## config.mk

```make
export PLATFORM = sky130hd
export DESIGN_NAME = keyword_operator_tokenizer
export DESIGN_NICKNAME = d
export VERILOG_FILES = /design/src/rtl/core/kot_pkg.sv /design/src/rtl/core/keyword_operator_tokenizer.sv
export SDC_FILE = /design/constraint.sdc
export NUM_CORES = 1
export LEC_CHECK = 0
export BUFFER_PORTS_ARGS = -buffer_cell sky130_fd_sc_hd__buf_4
export CAP_MARGIN = 20
export CELL_PAD_IN_SITES_DETAIL_PLACEMENT = 2
export CELL_PAD_IN_SITES_GLOBAL_PLACEMENT = 2
export CORE_ASPECT_RATIO = 0.8
export CORE_MARGIN = 2
export CORE_UTILIZATION = 46
export DETAILED_ROUTE_END_ITERATION = 8
export PLACE_DENSITY = 0.95
export SLEW_MARGIN = 25
export SYNTH_ARGS = -nofsm -noshare
export SYNTH_HDL_FRONTEND = slang
export SYNTH_SLANG_ARGS = --single-unit
export TNS_END_PERCENT = 30
```

## constraint.sdc

```tcl
create_clock -name clk -period 10.4 [get_ports clk]
set_input_delay 1.56 -clock clk [delete_from_list [all_inputs] [get_ports clk]]
set_output_delay 1.56 -clock clk [all_outputs]
set_load 0.05 [all_outputs]
```

## src/rtl/core/kot_pkg.sv

```systemverilog
// Package with shared types, constants and helper functions for the keyword/operator tokenizer.
`timescale 1ns / 1ps

package kot_pkg;

    // Fixed field widths of the token beat.
    localparam int TOKEN_START_W = 16;
    localparam int LEN_W         = 8;

    // Defaults for the top-level parameters.
    localparam int DEF_MAX_TOKEN_LEN = 128;
    localparam int DEF_POSITION_BITS = 16;

    // Depth of the token queue; the byte side needs room for two tokens.
    localparam int QUEUE_DEPTH = 4;
    localparam int QUEUE_PTR_W = $clog2(QUEUE_DEPTH);

    // Keyword table.
    localparam int NUM_KW   = 7;
    localparam int KW_SLOTS = 8;
    localparam logic [NUM_KW-1:0] KW_ALL = '1;

    // Scan mode of the open token.
    typedef enum logic [1:0] {
        MODE_IDLE  = 2'd0,
        MODE_IDENT = 2'd1,
        MODE_INT   = 2'd2,
        MODE_OPER  = 2'd3
    } mode_t;

    // Token kinds as they appear on the output.
    typedef enum logic [3:0] {
        KIND_IDENT   = 4'd0,
        KIND_KEYWORD = 4'd1,
        KIND_INT     = 4'd2,
        KIND_BINOP   = 4'd3,
        KIND_EOL     = 4'd4,
        KIND_LBRACE  = 4'd5,
        KIND_RBRACE  = 4'd6,
        KIND_LPAREN  = 4'd7,
        KIND_RPAREN  = 4'd8,
        KIND_ERROR   = 4'd9
    } kind_t;

    // Operator character codes, packed two to a word while a run arrives.
    typedef enum logic [2:0] {
        OPC_NONE  = 3'd0,
        OPC_EQ    = 3'd1,
        OPC_GT    = 3'd2,
        OPC_LT    = 3'd3,
        OPC_MINUS = 3'd4,
        OPC_PLUS  = 3'd5,
        OPC_STAR  = 3'd6,
        OPC_SLASH = 3'd7
    } opc_t;

    // Operator codes on the output: = == - + * / > < >= <=.
    typedef enum logic [3:0] {
        OP_ASSIGN = 4'd0,
        OP_EQ     = 4'd1,
        OP_SUB    = 4'd2,
        OP_ADD    = 4'd3,
        OP_MUL    = 4'd4,
        OP_DIV    = 4'd5,
        OP_GT     = 4'd6,
        OP_LT     = 4'd7,
        OP_GE     = 4'd8,
        OP_LE     = 4'd9
    } op_code_t;

    // Keyword spellings, zero padded: MODULE FIELD DEFAULT MACRO IF ELIF ELSE.
    localparam logic [7:0] KW_CHARS [NUM_KW][KW_SLOTS] = '{
        '{8'h4D, 8'h4F, 8'h44, 8'h55, 8'h4C, 8'h45, 8'h00, 8'h00},
        '{8'h46, 8'h49, 8'h45, 8'h4C, 8'h44, 8'h00, 8'h00, 8'h00},
        '{8'h44, 8'h45, 8'h46, 8'h41, 8'h55, 8'h4C, 8'h54, 8'h00},
        '{8'h4D, 8'h41, 8'h43, 8'h52, 8'h4F, 8'h00, 8'h00, 8'h00},
        '{8'h49, 8'h46, 8'h00, 8'h00, 8'h00, 8'h00, 8'h00, 8'h00},
        '{8'h45, 8'h4C, 8'h49, 8'h46, 8'h00, 8'h00, 8'h00, 8'h00},
        '{8'h45, 8'h4C, 8'h53, 8'h45, 8'h00, 8'h00, 8'h00, 8'h00}
    };
    localparam logic [LEN_W-1:0] KW_LEN [NUM_KW] = '{
        8'd6, 8'd5, 8'd7, 8'd5, 8'd2, 8'd4, 8'd4
    };

    // Classification of a closing token.
    typedef struct packed {
        kind_t      kind;
        logic [2:0] kw;
        op_code_t   op;
    } tok_class_t;

    // One token beat as it waits in the queue.
    typedef struct packed {
        kind_t                    kind;
        logic [2:0]               kw;
        op_code_t                 op;
        logic [TOKEN_START_W-1:0] start;
        logic [LEN_W-1:0]         len;
        logic                     ovf;
        logic                     last;
    } tok_beat_t;

    function automatic logic is_letter(input logic [7:0] c);
        return c inside {[8'h41:8'h5A], [8'h61:8'h7A]};
    endfunction

    function automatic logic is_digit(input logic [7:0] c);
        return c inside {[8'h30:8'h39]};
    endfunction

    // Space or tab.
    function automatic logic is_blank(input logic [7:0] c);
        return c inside {8'h20, 8'h09};
    endfunction

    function automatic opc_t op_char(input logic [7:0] c);
        case (c)
            8'h3D:   return OPC_EQ;
            8'h3E:   return OPC_GT;
            8'h3C:   return OPC_LT;
            8'h2D:   return OPC_MINUS;
            8'h2B:   return OPC_PLUS;
            8'h2A:   return OPC_STAR;
            8'h2F:   return OPC_SLASH;
            default: return OPC_NONE;
        endcase
    endfunction

    // Kind of a byte that stands as a token by itself; anything unknown is an error.
    function automatic kind_t single_kind(input logic [7:0] c);
        case (c)
            8'h0A:   return KIND_EOL;
            8'h7B:   return KIND_LBRACE;
            8'h7D:   return KIND_RBRACE;
            8'h28:   return KIND_LPAREN;
            8'h29:   return KIND_RPAREN;
            default: return KIND_ERROR;
        endcase
    endfunction

    // Drop keywords whose character at position idx is not c.
    function automatic logic [NUM_KW-1:0] kw_filter(input logic [NUM_KW-1:0] cand,
                                                   input logic [LEN_W-1:0]  idx,
                                                   input logic [7:0]        c);
        logic [NUM_KW-1:0] keep;
        keep = cand;
        for (int k = 0; k < NUM_KW; k++) begin
            if (idx >= KW_LEN[k]) begin
                keep[k] = 1'b0;
            end
            else if (KW_CHARS[k][idx[2:0]] != c) begin
                keep[k] = 1'b0;
            end
        end
        return keep;
    endfunction

    // Operator code for a one-character run.
    function automatic op_code_t single_op(input opc_t a);
        case (a)
            OPC_GT:    return OP_GT;
            OPC_LT:    return OP_LT;
            OPC_MINUS: return OP_SUB;
            OPC_PLUS:  return OP_ADD;
            OPC_STAR:  return OP_MUL;
            OPC_SLASH: return OP_DIV;
            default:   return OP_ASSIGN;
        endcase
    endfunction

    // Kind, keyword index and operator code of an open token as it closes.
    function automatic tok_class_t classify(input mode_t             mode,
                                            input logic [LEN_W-1:0]  len,
                                            input logic [NUM_KW-1:0] cand,
                                            input logic [5:0]        ops,
                                            input logic              ovf);
        tok_class_t r;
        opc_t       a;
        opc_t       b;
        r = '{kind: KIND_IDENT, kw: 3'd0, op: OP_ASSIGN};
        a = opc_t'(ops[2:0]);
        b = opc_t'(ops[5:3]);
        case (mode)
            MODE_IDENT:
            begin
                // Lowest-numbered keyword wins.
                for (int k = NUM_KW - 1; k >= 0; k--) begin
                    if (!ovf && cand[k] && KW_LEN[k] == len) begin
                        r.kind = KIND_KEYWORD;
                        r.kw   = 3'(k);
                    end
                end
            end
            MODE_INT:
            begin
                r.kind = KIND_INT;
            end
            MODE_OPER:
            begin
                r.kind = KIND_ERROR;
                if (len == LEN_W'(1) && !ovf) begin
                    r.kind = KIND_BINOP;
                    r.op   = single_op(a);
                end
                else if (len == LEN_W'(2) && !ovf && b == OPC_EQ) begin
                    case (a)
                        OPC_EQ:
                        begin
                            r.kind = KIND_BINOP;
                            r.op   = OP_EQ;
                        end
                        OPC_GT:
                        begin
                            r.kind = KIND_BINOP;
                            r.op   = OP_GE;
                        end
                        OPC_LT:
                        begin
                            r.kind = KIND_BINOP;
                            r.op   = OP_LE;
                        end
                        default:
                        begin
                            r.kind = KIND_ERROR;
                        end
                    endcase
                end
            end
            default:
            begin
                r.kind = KIND_IDENT;
            end
        endcase
        return r;
    endfunction

endpackage

```

## src/rtl/core/keyword_operator_tokenizer.sv

```systemverilog
// Top level of the byte-serial keyword/operator tokenizer with its token queue.
`timescale 1ns / 1ps

// The tokenizer takes one source byte per clock on the byte channel while byte_ready is high
// and emits one token per clock on the token channel while token_ready is high. Each byte is
// handled in the cycle it is accepted: the open-token state is updated and the tokens it closes
// are written into a four-entry token queue, from which they are presented in order. A byte can
// produce up to two tokens (the token it closes plus a single-character token, or plus the token
// flushed at end of source); the queue drains one token per cycle while token_ready is high,
// and byte_ready stays high as long as the queue has two free entries. A byte with end_of_source
// set flushes any open token and restarts offsets at zero for the next source.
module keyword_operator_tokenizer
    import kot_pkg::*;
#(
    parameter int MAX_TOKEN_LEN = DEF_MAX_TOKEN_LEN,
    parameter int POSITION_BITS = DEF_POSITION_BITS
)
(
    input  logic                     clk,
    input  logic                     rst_n,

    input  logic                     byte_valid,
    output logic                     byte_ready,
    input  logic [7:0]               char_code,
    input  logic                     end_of_source,

    output logic                     token_valid,
    input  logic                     token_ready,
    output logic [3:0]               token_kind,
    output logic [2:0]               keyword_index,
    output logic [3:0]               operator_code,
    output logic [TOKEN_START_W-1:0] token_start,
    output logic [LEN_W-1:0]         token_length,
    output logic                     length_overflow,
    output logic                     last_of_run
);

    localparam logic [LEN_W-1:0] MAX_LEN = LEN_W'(MAX_TOKEN_LEN);

    // Open-token state.
    mode_t                    mode_reg,      mode_next;
    logic [LEN_W-1:0]         open_len_reg,  open_len_next;
    logic [NUM_KW-1:0]        cand_reg,      cand_next;
    logic [5:0]               ops_reg,       ops_next;
    logic [POSITION_BITS-1:0] pos_reg,       pos_next;
    logic [POSITION_BITS-1:0] start_reg,     start_next;
    logic                     ovf_reg,       ovf_next;

    // Token queue.
    tok_beat_t                queue_reg [QUEUE_DEPTH];
    logic [QUEUE_PTR_W-1:0]   head_reg,      head_next;
    logic [QUEUE_PTR_W-1:0]   tail_reg,      tail_next;
    logic [QUEUE_PTR_W:0]     count_reg,     count_next;

    // Per-byte combinational signals.
    logic                     accept;
    logic                     pop;
    logic                     extend;
    opc_t                     opc;
    mode_t                    post_mode;
    logic [LEN_W-1:0]         post_len;
    logic [NUM_KW-1:0]        post_cand;
    logic [5:0]               post_ops;
    logic [POSITION_BITS-1:0] post_start;
    logic                     post_ovf;
    logic                     close_v;
    logic                     single_v;
    logic                     flush_v;
    tok_class_t               close_cls;
    tok_class_t               flush_cls;
    tok_beat_t                close_beat;
    tok_beat_t                second_beat;
    tok_beat_t                push0;
    tok_beat_t                push1;
    logic [1:0]               push_n;

    assign accept      = byte_valid && byte_ready;
    assign pop         = token_valid && token_ready;
    assign byte_ready  = count_reg <= (QUEUE_PTR_W + 1)'(QUEUE_DEPTH - 2);
    assign token_valid = count_reg != '0;
    assign opc         = op_char(char_code);

    // Does this byte continue the open token?
    always_comb
    begin
        case (mode_reg)
            MODE_IDENT: extend = is_letter(char_code) || is_digit(char_code);
            MODE_INT:   extend = is_digit(char_code);
            MODE_OPER:  extend = opc != OPC_NONE;
            default:    extend = 1'b0;
        endcase
    end

    // State after the byte: the open token grows, a new one opens, or the scanner goes idle.
    always_comb
    begin
        post_mode  = mode_reg;
        post_len   = open_len_reg;
        post_cand  = cand_reg;
        post_ops   = ops_reg;
        post_start = start_reg;
        post_ovf   = ovf_reg;
        single_v   = 1'b0;
        if (extend) begin
            if (mode_reg == MODE_IDENT) begin
                post_cand = kw_filter(cand_reg, open_len_reg, char_code);
            end
            if (mode_reg == MODE_OPER && open_len_reg == LEN_W'(0)) begin
                post_ops = {ops_reg[5:3], ops_reg[2:0] | opc};
            end
            else if (mode_reg == MODE_OPER && open_len_reg == LEN_W'(1)) begin
                post_ops = {ops_reg[5:3] | opc, ops_reg[2:0]};
            end
            if (open_len_reg < MAX_LEN) begin
                post_len = open_len_reg + LEN_W'(1);
            end
            else begin
                post_ovf = 1'b1;
            end
        end
        else begin
            post_len   = LEN_W'(1);
            post_cand  = KW_ALL;
            post_ops   = '0;
            post_ovf   = 1'b0;
            post_start = pos_reg;
            if (is_letter(char_code)) begin
                post_mode = MODE_IDENT;
                post_cand = kw_filter(KW_ALL, LEN_W'(0), char_code);
            end
            else if (is_digit(char_code)) begin
                post_mode = MODE_INT;
            end
            else if (opc != OPC_NONE) begin
                post_mode = MODE_OPER;
                post_ops  = {3'd0, opc};
            end
            else begin
                post_mode  = MODE_IDLE;
                post_len   = '0;
                post_start = start_reg;
                single_v   = !is_blank(char_code);
            end
        end
    end

    // Tokens caused by this byte, in order: the closed token, then a single or a flushed one.
    always_comb
    begin
        close_v   = !extend && mode_reg != MODE_IDLE;
        flush_v   = end_of_source && post_mode != MODE_IDLE;
        close_cls = classify(mode_reg, open_len_reg, cand_reg, ops_reg, ovf_reg);
        flush_cls = classify(post_mode, post_len, post_cand, post_ops, post_ovf);

        close_beat = '{kind: close_cls.kind, kw: close_cls.kw, op: close_cls.op,
                       start: TOKEN_START_W'(start_reg), len: open_len_reg,
                       ovf: ovf_reg, last: !(single_v || flush_v)};
        if (single_v) begin
            second_beat = '{kind: single_kind(char_code), kw: 3'd0, op: OP_ASSIGN,
                            start: TOKEN_START_W'(pos_reg), len: LEN_W'(1),
                            ovf: 1'b0, last: 1'b1};
        end
        else begin
            second_beat = '{kind: flush_cls.kind, kw: flush_cls.kw, op: flush_cls.op,
                            start: TOKEN_START_W'(post_start), len: post_len,
                            ovf: post_ovf, last: 1'b1};
        end

        push0  = close_v ? close_beat : second_beat;
        push1  = second_beat;
        push_n = 2'(close_v) + 2'(single_v || flush_v);
        if (!accept) begin
            push_n = 2'd0;
        end
    end

    // Next open-token state; end of source closes everything and rewinds the offset.
    always_comb
    begin
        mode_next     = mode_reg;
        open_len_next = open_len_reg;
        cand_next     = cand_reg;
        ops_next      = ops_reg;
        start_next    = start_reg;
        ovf_next      = ovf_reg;
        pos_next      = pos_reg;
        if (accept) begin
            start_next = post_start;
            if (end_of_source) begin
                mode_next     = MODE_IDLE;
                open_len_next = '0;
                cand_next     = KW_ALL;
                ops_next      = '0;
                ovf_next      = 1'b0;
                pos_next      = '0;
            end
            else begin
                mode_next     = post_mode;
                open_len_next = post_len;
                cand_next     = post_cand;
                ops_next      = post_ops;
                ovf_next      = post_ovf;
                pos_next      = pos_reg + POSITION_BITS'(1);
            end
        end
    end

    // Queue pointers and fill count.
    always_comb
    begin
        tail_next  = tail_reg + QUEUE_PTR_W'(push_n);
        head_next  = pop ? head_reg + QUEUE_PTR_W'(1) : head_reg;
        count_next = count_reg + (QUEUE_PTR_W + 1)'(push_n) - (QUEUE_PTR_W + 1)'(pop);
    end

    // Control registers.
    always_ff @(posedge clk or negedge rst_n)
    begin
        if (!rst_n) begin
            mode_reg     <= MODE_IDLE;
            open_len_reg <= '0;
            cand_reg     <= KW_ALL;
            ops_reg      <= '0;
            start_reg    <= '0;
            ovf_reg      <= 1'b0;
            pos_reg      <= '0;
            head_reg     <= '0;
            tail_reg     <= '0;
            count_reg    <= '0;
        end
        else begin
            mode_reg     <= mode_next;
            open_len_reg <= open_len_next;
            cand_reg     <= cand_next;
            ops_reg      <= ops_next;
            start_reg    <= start_next;
            ovf_reg      <= ovf_next;
            pos_reg      <= pos_next;
            head_reg     <= head_next;
            tail_reg     <= tail_next;
            count_reg    <= count_next;
        end
    end

    // Token queue storage.
    always_ff @(posedge clk)
    begin
        if (push_n != 2'd0) begin
            queue_reg[tail_reg] <= push0;
        end
        if (push_n == 2'd2) begin
            queue_reg[tail_reg + QUEUE_PTR_W'(1)] <= push1;
        end
    end

    // Token beat fields from the head of the queue.
    assign token_kind      = queue_reg[head_reg].kind;
    assign keyword_index   = queue_reg[head_reg].kw;
    assign operator_code   = queue_reg[head_reg].op;
    assign token_start     = queue_reg[head_reg].start;
    assign token_length    = queue_reg[head_reg].len;
    assign length_overflow = queue_reg[head_reg].ovf;
    assign last_of_run     = queue_reg[head_reg].last;

    // The queue never holds more entries than it has.
    a_queue_bound: assert property (@(posedge clk) disable iff (!rst_n)
        count_reg <= (QUEUE_PTR_W + 1)'(QUEUE_DEPTH))
        else $error("token queue over-filled");

    // With no token open, no length or overflow is left behind.
    a_idle_clean: assert property (@(posedge clk) disable iff (!rst_n)
        mode_reg == MODE_IDLE |-> open_len_reg == '0 && !ovf_reg)
        else $error("idle scanner holds token residue");

    // The open length saturates at the maximum and overflow only marks a full token.
    a_len_sat: assert property (@(posedge clk) disable iff (!rst_n)
        open_len_reg <= MAX_LEN && (!ovf_reg || open_len_reg == MAX_LEN))
        else $error("open token length out of range");

    // End of source rewinds the byte offset and leaves no token open.
    a_eos_rewind: assert property (@(posedge clk) disable iff (!rst_n)
        accept && end_of_source |=> pos_reg == '0 && mode_reg == MODE_IDLE)
        else $error("end of source did not rewind the scanner");

    // A byte beat never finds the queue without room for its tokens.
    a_room: assert property (@(posedge clk) disable iff (!rst_n)
        accept |=> count_reg <= (QUEUE_PTR_W + 1)'(QUEUE_DEPTH))
        else $error("token queue overrun after byte beat");

endmodule
```

==> impl_results.md, run 1 <==
* Met2 GRT Util at 61.2%
* Setup Buffers After CTS at 0
* Chip width at 186 um
* Max-Cap Viols at 0
* Final setup viols at 0
* WL/cell at 35.4 um
* Cell Area, Placed at roughly 13000 um2
* Crit-path most repeated cell: buf_4
* Synth top cells by count: edfxtp_1 (144), nor2_1 (96), a22o_1 (74)
* Via density at 7.31
* Sequential fraction of the synthesis area at 49.0%
* Area of the multi-input gates at 5770 um2
* Placed instance count at 1441
* Initial DRC Count at 1437
* Filler cells at 2514
* Starting density of the core at a little under half
* Tmin final at 7.24 ns
* Largest net degree at the start of global routing at 64
* Hold WS at between 0.4 and 0.5 ns
* CP max stage delay at 0.97 ns
* GR peak layer: met2
* CTS sink count at between 200 and 250
* R2r startpoint: mode_reg[1]$_DFFE_PN0P_
* I/O Buffers at 51
* Detail Placement HPWL at 32000 um
* Met3 usage at under 10%
* Final Cycle Share at 69.6%
* Die Y at 150 um
* Design Area, Final at between 10000 and 15000 um2
* Measured slew at the worst slew-check pin at ~1.1 ns
* Final Max Slew Viols at 0
* DR pass1 iterations at 5
* Share of layout cells above drive strength 1 at 17.6%
* CP Class: input pin to flop
* Synth cell types at 90
* Area delta synth->final at 10.8%
* Post-synthesis cell area at 12200 um2
* Post-layout util at 51.8%
* Main area contributors after synthesis: edfxtp_1 (35%), dfrtp_1 (11%), mux4_2 (6.8%), a22o_1 (5.3%), nor2_1 (2.9%)
* Crit. path cell count at 15
* Post-synth EDFFs at 144
* Slew headroom at 27.0%
* Hold Vio Cnt, Final at 0
* Hold_sp: count_reg[2]$_DFF_PN0_
* Die ar. at 27900 um2
* Setup tns final at 0 ns
* Register bit count reported by yosys at around 210
* Final #Nets at 1140
* CP arrival at 7.64 ns
* Share of the synthesized area in the top cell type at 35.4%
* Largest area contributor in the synthesized netlist: edfxtp_1
* CTS tree: done
* FF-to-FF End: queue_reg[2][0]$_SDFFE_PP1P_
* Crit path cell chain: buf_4 > or4_4 > o22ai_4 > nor3_2 > nor3_4 > o21ai_4 > inv_2 > ha_1 > o21ai_1 > or3_1 > and2_1 > clkinv_1 > buf_4 > nor2_1 > a21oi_1
* Warnings from Yosys at 0
* Bufs and invs on worst path at 4
* Worst Setup Start Kind: input pin
* Final non-filler cell total at 1483
* Rows at 53
* Max reg flops at roughly 150
* Critical path required time at 10.80 ns
* Clock Skews at 0.0273 ns
* CTS hold repair buffers at 0
* HP Class: flop to flop
* R2R Setup Slk at 3.62 ns
* First-pass GRT wire length at 77900 um
* Antenna violations before repair at 0
* Peak VDD IR at between 150 and 200 uV
* CP Capture Type: flop
* Flip-flop and latch area at around 6000 um2
* WHS Endpoint: count_reg[2]$_DFF_PN0_
* Mapped Cells at 1112
* Via Count at 10800
* Crit-path max FO at 40
* Resize count post-CTS at 0
* RePlAce Congestion at 0.951
* CTS Buf Count at 23
* Core area at 26200 um2
* Final WL at 52500 um
* Antenna cell count at 0
* Async SR Flop Fraction at 29.9%
* FF-to-FF path depth at 13
* Top-count cell post-synth: edfxtp_1
* Total grt overflow at 0
* Outcome: finished clean
* CTS H-tree depth at 1
* Max Fclk at 0.138 GHz
* Syn_nets at between 1000 and 1500
* CTS Root Cell: clkbuf_16
* Slowest-stage cell, CP: clkinv_1
* Top delay family on crit path: buffers and inverters
* Clock transition at path regs at 0.06 ns
* GRT Total Usage at 37.2%
* Syn_area_per_cell at 11.0 um2
* Met1 Use GR at between 50% and 60%
* Hold path depth at 1
* Vias in the first global route at about 11000
* P per Cell Area at around 260 nW/um2
* Leakage dissipation at roughly 4.8 nW
* RSZ-0062 raised after global routing: false
* DRT antenna net count at 0
* Post-synth top flop: edfxtp_1
* Clk buf depth at 3
* Clock latency on the worst-skew pair at 0.55 ns
* DRC Markers at 0
* I/O pin total at 52
layout by cell type (no fill, tap or decap), types with 10 or more instances in the layout:
| cell | Yosys | routed |
|---|---|---|
| a22o_1 | 74 | 74 |
| nor3_1 | 22 | 21 |
| a31oi_1 | 24 | 24 |
| nand3b_1 | 10 | 10 |
| o21ai_0 | 40 | 40 |
| nor2_1 | 96 | 96 |
| mux2_2 | 18 | 18 |
| and3_1 | 10 | 10 |
| buf_4 | 4 | 62 |
| xnor2_1 | 13 | 13 |
| inv_1 | 24 | 23 |
| dfrtp_1 | 56 | 54 |
| xor2_1 | 21 | 21 |
| mux4_2 | 37 | 37 |
| or3_1 | 11 | 11 |
| nand3_1 | 58 | 58 |
| o22ai_1 | 28 | 28 |
| nand2b_1 | 16 | 16 |
| a21oi_1 | 60 | 60 |
| ha_1 | 17 | 17 |
| nand2_1 | 67 | 67 |
| edfxtp_1 | 144 | 144 |
| clkbuf_16 | 0 | 23 |
| nor2b_1 | 12 | 12 |
power by group:
group / leakage [nW] / switching, mW / internal [mW]
clock: 0.385 / 0.383 / 0.497
sequential: 2.20 / 0.187 / 1.04
combinational: 2.22 / 0.988 / 0.449
routing by layer:
layer / part of all wire (%) / wire [um] / vias to the layer above
li1: - / - / 4256
met1: 39 / 20700 / 5585
met2: 46 / 24300 / 820
met3: 10 / 5360 / 174
met4: 4.1 / 2170 / 0
met5: 0 / 0 / -
worst max-delay path by stage:
stage	start	to	slack, ns
6_report	char_code[1]	queue_reg[2][0]$_SDFFE_PP1P_	3.16
5_1_grt	char_code[1]	queue_reg[2][0]$_SDFFE_PP1P_	2.93
4_1_cts	char_code[1]	queue_reg[2][0]$_SDFFE_PP1P_	3.70
3_5_place_dp	char_code[1]	queue_reg[2][0]$_SDFFE_PP1P_	3.42
3_3_place_gp	char_code[1]	queue_reg[3][21]$_DFFE_PP_	3.98
2_1_floorplan	char_code[0]	queue_reg[3][10]$_DFFE_PP_	4.43
cells by family after synthesis:
logic type / after synthesis / share of synthesized area, %
simple gates: 358 / 14.9
flops: 211 / 49.0
fa+ha+maj: 18 / 1.90
mux: 64 / 9.22
buf+inv: 116 / 3.97
compound gates: 311 / 18.6
xor+xnor: 34 / 2.43
cell type report:
cell class	instances	area share, %
flip-flops and latches	211	44.2
multi-input cells	785	42.6
clock buffers	31	4.84
repair buffers	62	3.43
well taps	357	3.29
clock inverters	11	0.923
inverters	26	0.720
worst register-to-register path, delay by kind of cell, from the launching register on:
| family | cells | cell delay (ns) |
|---|---|---|
| AOI/OAI and AO/OA | 4 | 1.17 |
| buffers and inverters | 3 | 2.16 |
| adders and majority gates | 1 | 0.42 |
| and+or+nand+nor | 5 | 2.25 |
| DFF | 1 | 0.65 |
through the flow:
stage / total power, mW / setup WS, ns
final: 3.54 / 3.16
after global routing: 3.62 / 2.93
after CTS: 3.50 / 3.70
after detailed placement: 2.59 / 3.42
after global placement: 2.49 / 3.98
after floorplan: 2.13 / 4.43
Power figures use the tool's default switching activity.
==> inputs of run 2 (changes only) <==
--- a/config.mk
+++ b/config.mk
@@ -11,9 +11,9 @@
 export CELL_PAD_IN_SITES_GLOBAL_PLACEMENT = 2
 export CORE_ASPECT_RATIO = 0.8
 export CORE_MARGIN = 2
-export CORE_UTILIZATION = 46
+export CORE_UTILIZATION = 38
 export DETAILED_ROUTE_END_ITERATION = 8
-export PLACE_DENSITY = 0.95
+export PLACE_DENSITY = 0.85
 export SLEW_MARGIN = 25
 export SYNTH_ARGS = -nofsm -noshare
 export SYNTH_HDL_FRONTEND = slang
==> constraint.sdc (replaced) <==
create_clock -name clk -period 6 [get_ports clk]
set_input_delay 0.9 -clock clk [delete_from_list [all_inputs] [get_ports clk]]
set_output_delay 0.9 -clock clk [all_outputs]
set_load 0.05 [all_outputs]
==> run 2 against run 1 <==
Net effect: count of clock-buffer cells in the layout stayed put; utilization decreased by 8.2 points; cell area grew 1.4%; clock skew is 0.012 ns lower; non-clock buffer count rose by 11; worst setup slack worse by 2.4 ns; sequential power is 72% higher; register-to-register slack worse by 2.8 ns; first-iteration DRC count shrank 35%; via count decreased by 7.9%; critical path type unchanged.
==> impl_results.md, run 2 (synthesized netlist as in run 1, its figures left out) <==
* Antenna violations before repair at 0
* DRC Markers at 0
* Placed instance count at 1514
* Final critical-path setup slack at 0.791 ns
* FF-to-FF path depth at 13
* Vias in the first global route at 10500
* Tmin final at approximately 5.2 ns
* Clock transition at path regs at roughly 0.07 ns
* Via Count at 9980
* DRT antenna net count at 0
* Setup tns final at 0 ns
* CTS tree: done
* Measured slew at the worst slew-check pin at ~1.1 ns
* Die ar. at roughly 34000 um2
* CTS sink count at 211
* P per Cell Area at 438 nW/um2
* Final Cycle Share at between 80% and 90%
* Die Y at 164 um
* Resize count post-CTS at 0
* Final #Nets at 1151
* Hold WS at 0.487 ns
* Via density at 6.41
* Max reg flops at 148
* First-pass GRT wire length at 68000 um
* Final Max Slew Viols at 0
* Setup Buffers After CTS at 0
* Peak VDD IR at approximately 210 uV
* Rows at 58
* CTS H-tree depth at 1
* RSZ-0062 raised after global routing: false
* Max-Cap Viols at 0
* Cell Area, Placed at 12900 um2
* Largest net degree at the start of global routing at 64
* Clk buf depth at 3
* Max Fclk at approximately 0.19 GHz
* CP Class: input pin to flop
* DR pass1 iterations at 5
* Leakage dissipation at 4.87 nW
* Clock Skews at 0.0152 ns
* Starting density of the core at 38.7%
* RePlAce Congestion at 0.881
* Final non-filler cell total at 1557
* HP Class: input pin to async pin
* I/O Buffers at 51
* Core area at roughly 32000 um2
* Hold Vio Cnt, Final at 0
* Pre-CTS setup slack at 0.561 ns
* Critical path required time at 6.26 ns
* Post-layout util at 43.6%
* WL/cell at 28.8 um
* Final WL at 44900 um
* Initial DRC Count at 940
* Most common cell after layout, fill and taps aside: edfxtp_1
* Most frequent cells in the layout: edfxtp_1 (144), nor2_1 (96), a22o_1 (74), buf_4 (70), nand2_1 (66)
* Slew headroom at 29.1%
* Final Power at 6.02 mW
* CTS hold repair buffers at 0
* Crit-path max FO at 28
* Antenna cell count at 0
* Design Area, Final at 13800 um2
* Final setup viols at 0
* CP arrival at 5.46 ns
* Area delta synth->final at 12.4%
* Total grt overflow at 0
* Detail Placement HPWL at approximately 30000 um
* CTS Buf Count at 23
* Outcome: finished clean
* Worst Setup Start Kind: input pin
* GRT Total Usage at 26.7%
* CTS Root Cell: clkbuf_16
* Share of layout cells above drive strength 1 at between 10% and 20%
* I/O pin total at 52
* Clock latency on the worst-skew pair at about 0.54 ns
* CP Capture Type: flop
* Chip width at 205 um
[run 2: final timing paths]
check / to / start / slack (ns)
worst min-delay path: open_len_reg[7]$_DFFE_PN0P_ / rst_n / 0.49
min in group clk: ops_reg[4]$_DFFE_PN0P_ / ops_reg[4]$_DFFE_PN0P_ / 0.50
worst min register to register: ops_reg[4]$_DFFE_PN0P_ / ops_reg[4]$_DFFE_PN0P_ / 0.50
worst max register to register: queue_reg[0][6]$_DFFE_PP_ / mode_reg[1]$_DFFE_PN0P_ / 0.80
worst max-delay path: queue_reg[0][6]$_DFFE_PP_ / char_code[1] / 0.79
max in group asynchronous: head_reg[1]$_DFFE_PN0P_ / rst_n / 4.84
[run 2: layer usage]
metal  part of all wire (%)  vias up  track usage [%]
met3                    7.3       77             4.12
met2                     46      432             42.6
met5                      0        -                0
li1                       -     4280                -
met4                    2.6        0             7.02
met1                     44     5191             38.1
[run 2: worst max-delay path: stages]
cell	delay, ns
buf_4	0.20
or4_4	0.57
o22ai_4	0.22
o21ai_1	0.16
or2_1	0.34
a21oi_4	0.28
a21o_1	0.16
ha_1	0.29
o21ai_1	0.52
or3_1	0.47
and2_1	0.60
inv_1	0.16
buf_4	0.30
nand2_1	0.14
o21ai_0	0.12
[run 2: cell type report]
cell class / instances / area, um2
flip-flops and latches: 211 / 5990
multi-input cells: 785 / 5760
clock buffers: 31 / 678
clock inverters: 11 / 116
well taps: 420 / 526
inverters: 26 / 97.6
repair buffers: 73 / 586
fillers: 3173 / 17800
[run 2: power by group]
| part | leakage [nW] | switching, mW | internal, mW |
|---|---|---|---|
| clock | 0.384 | 0.647 | 0.852 |
| combinational | 2.29 | 1.61 | 0.807 |
| sequential | 2.20 | 0.309 | 1.79 |
| total | 4.87 | 2.57 | 3.45 |
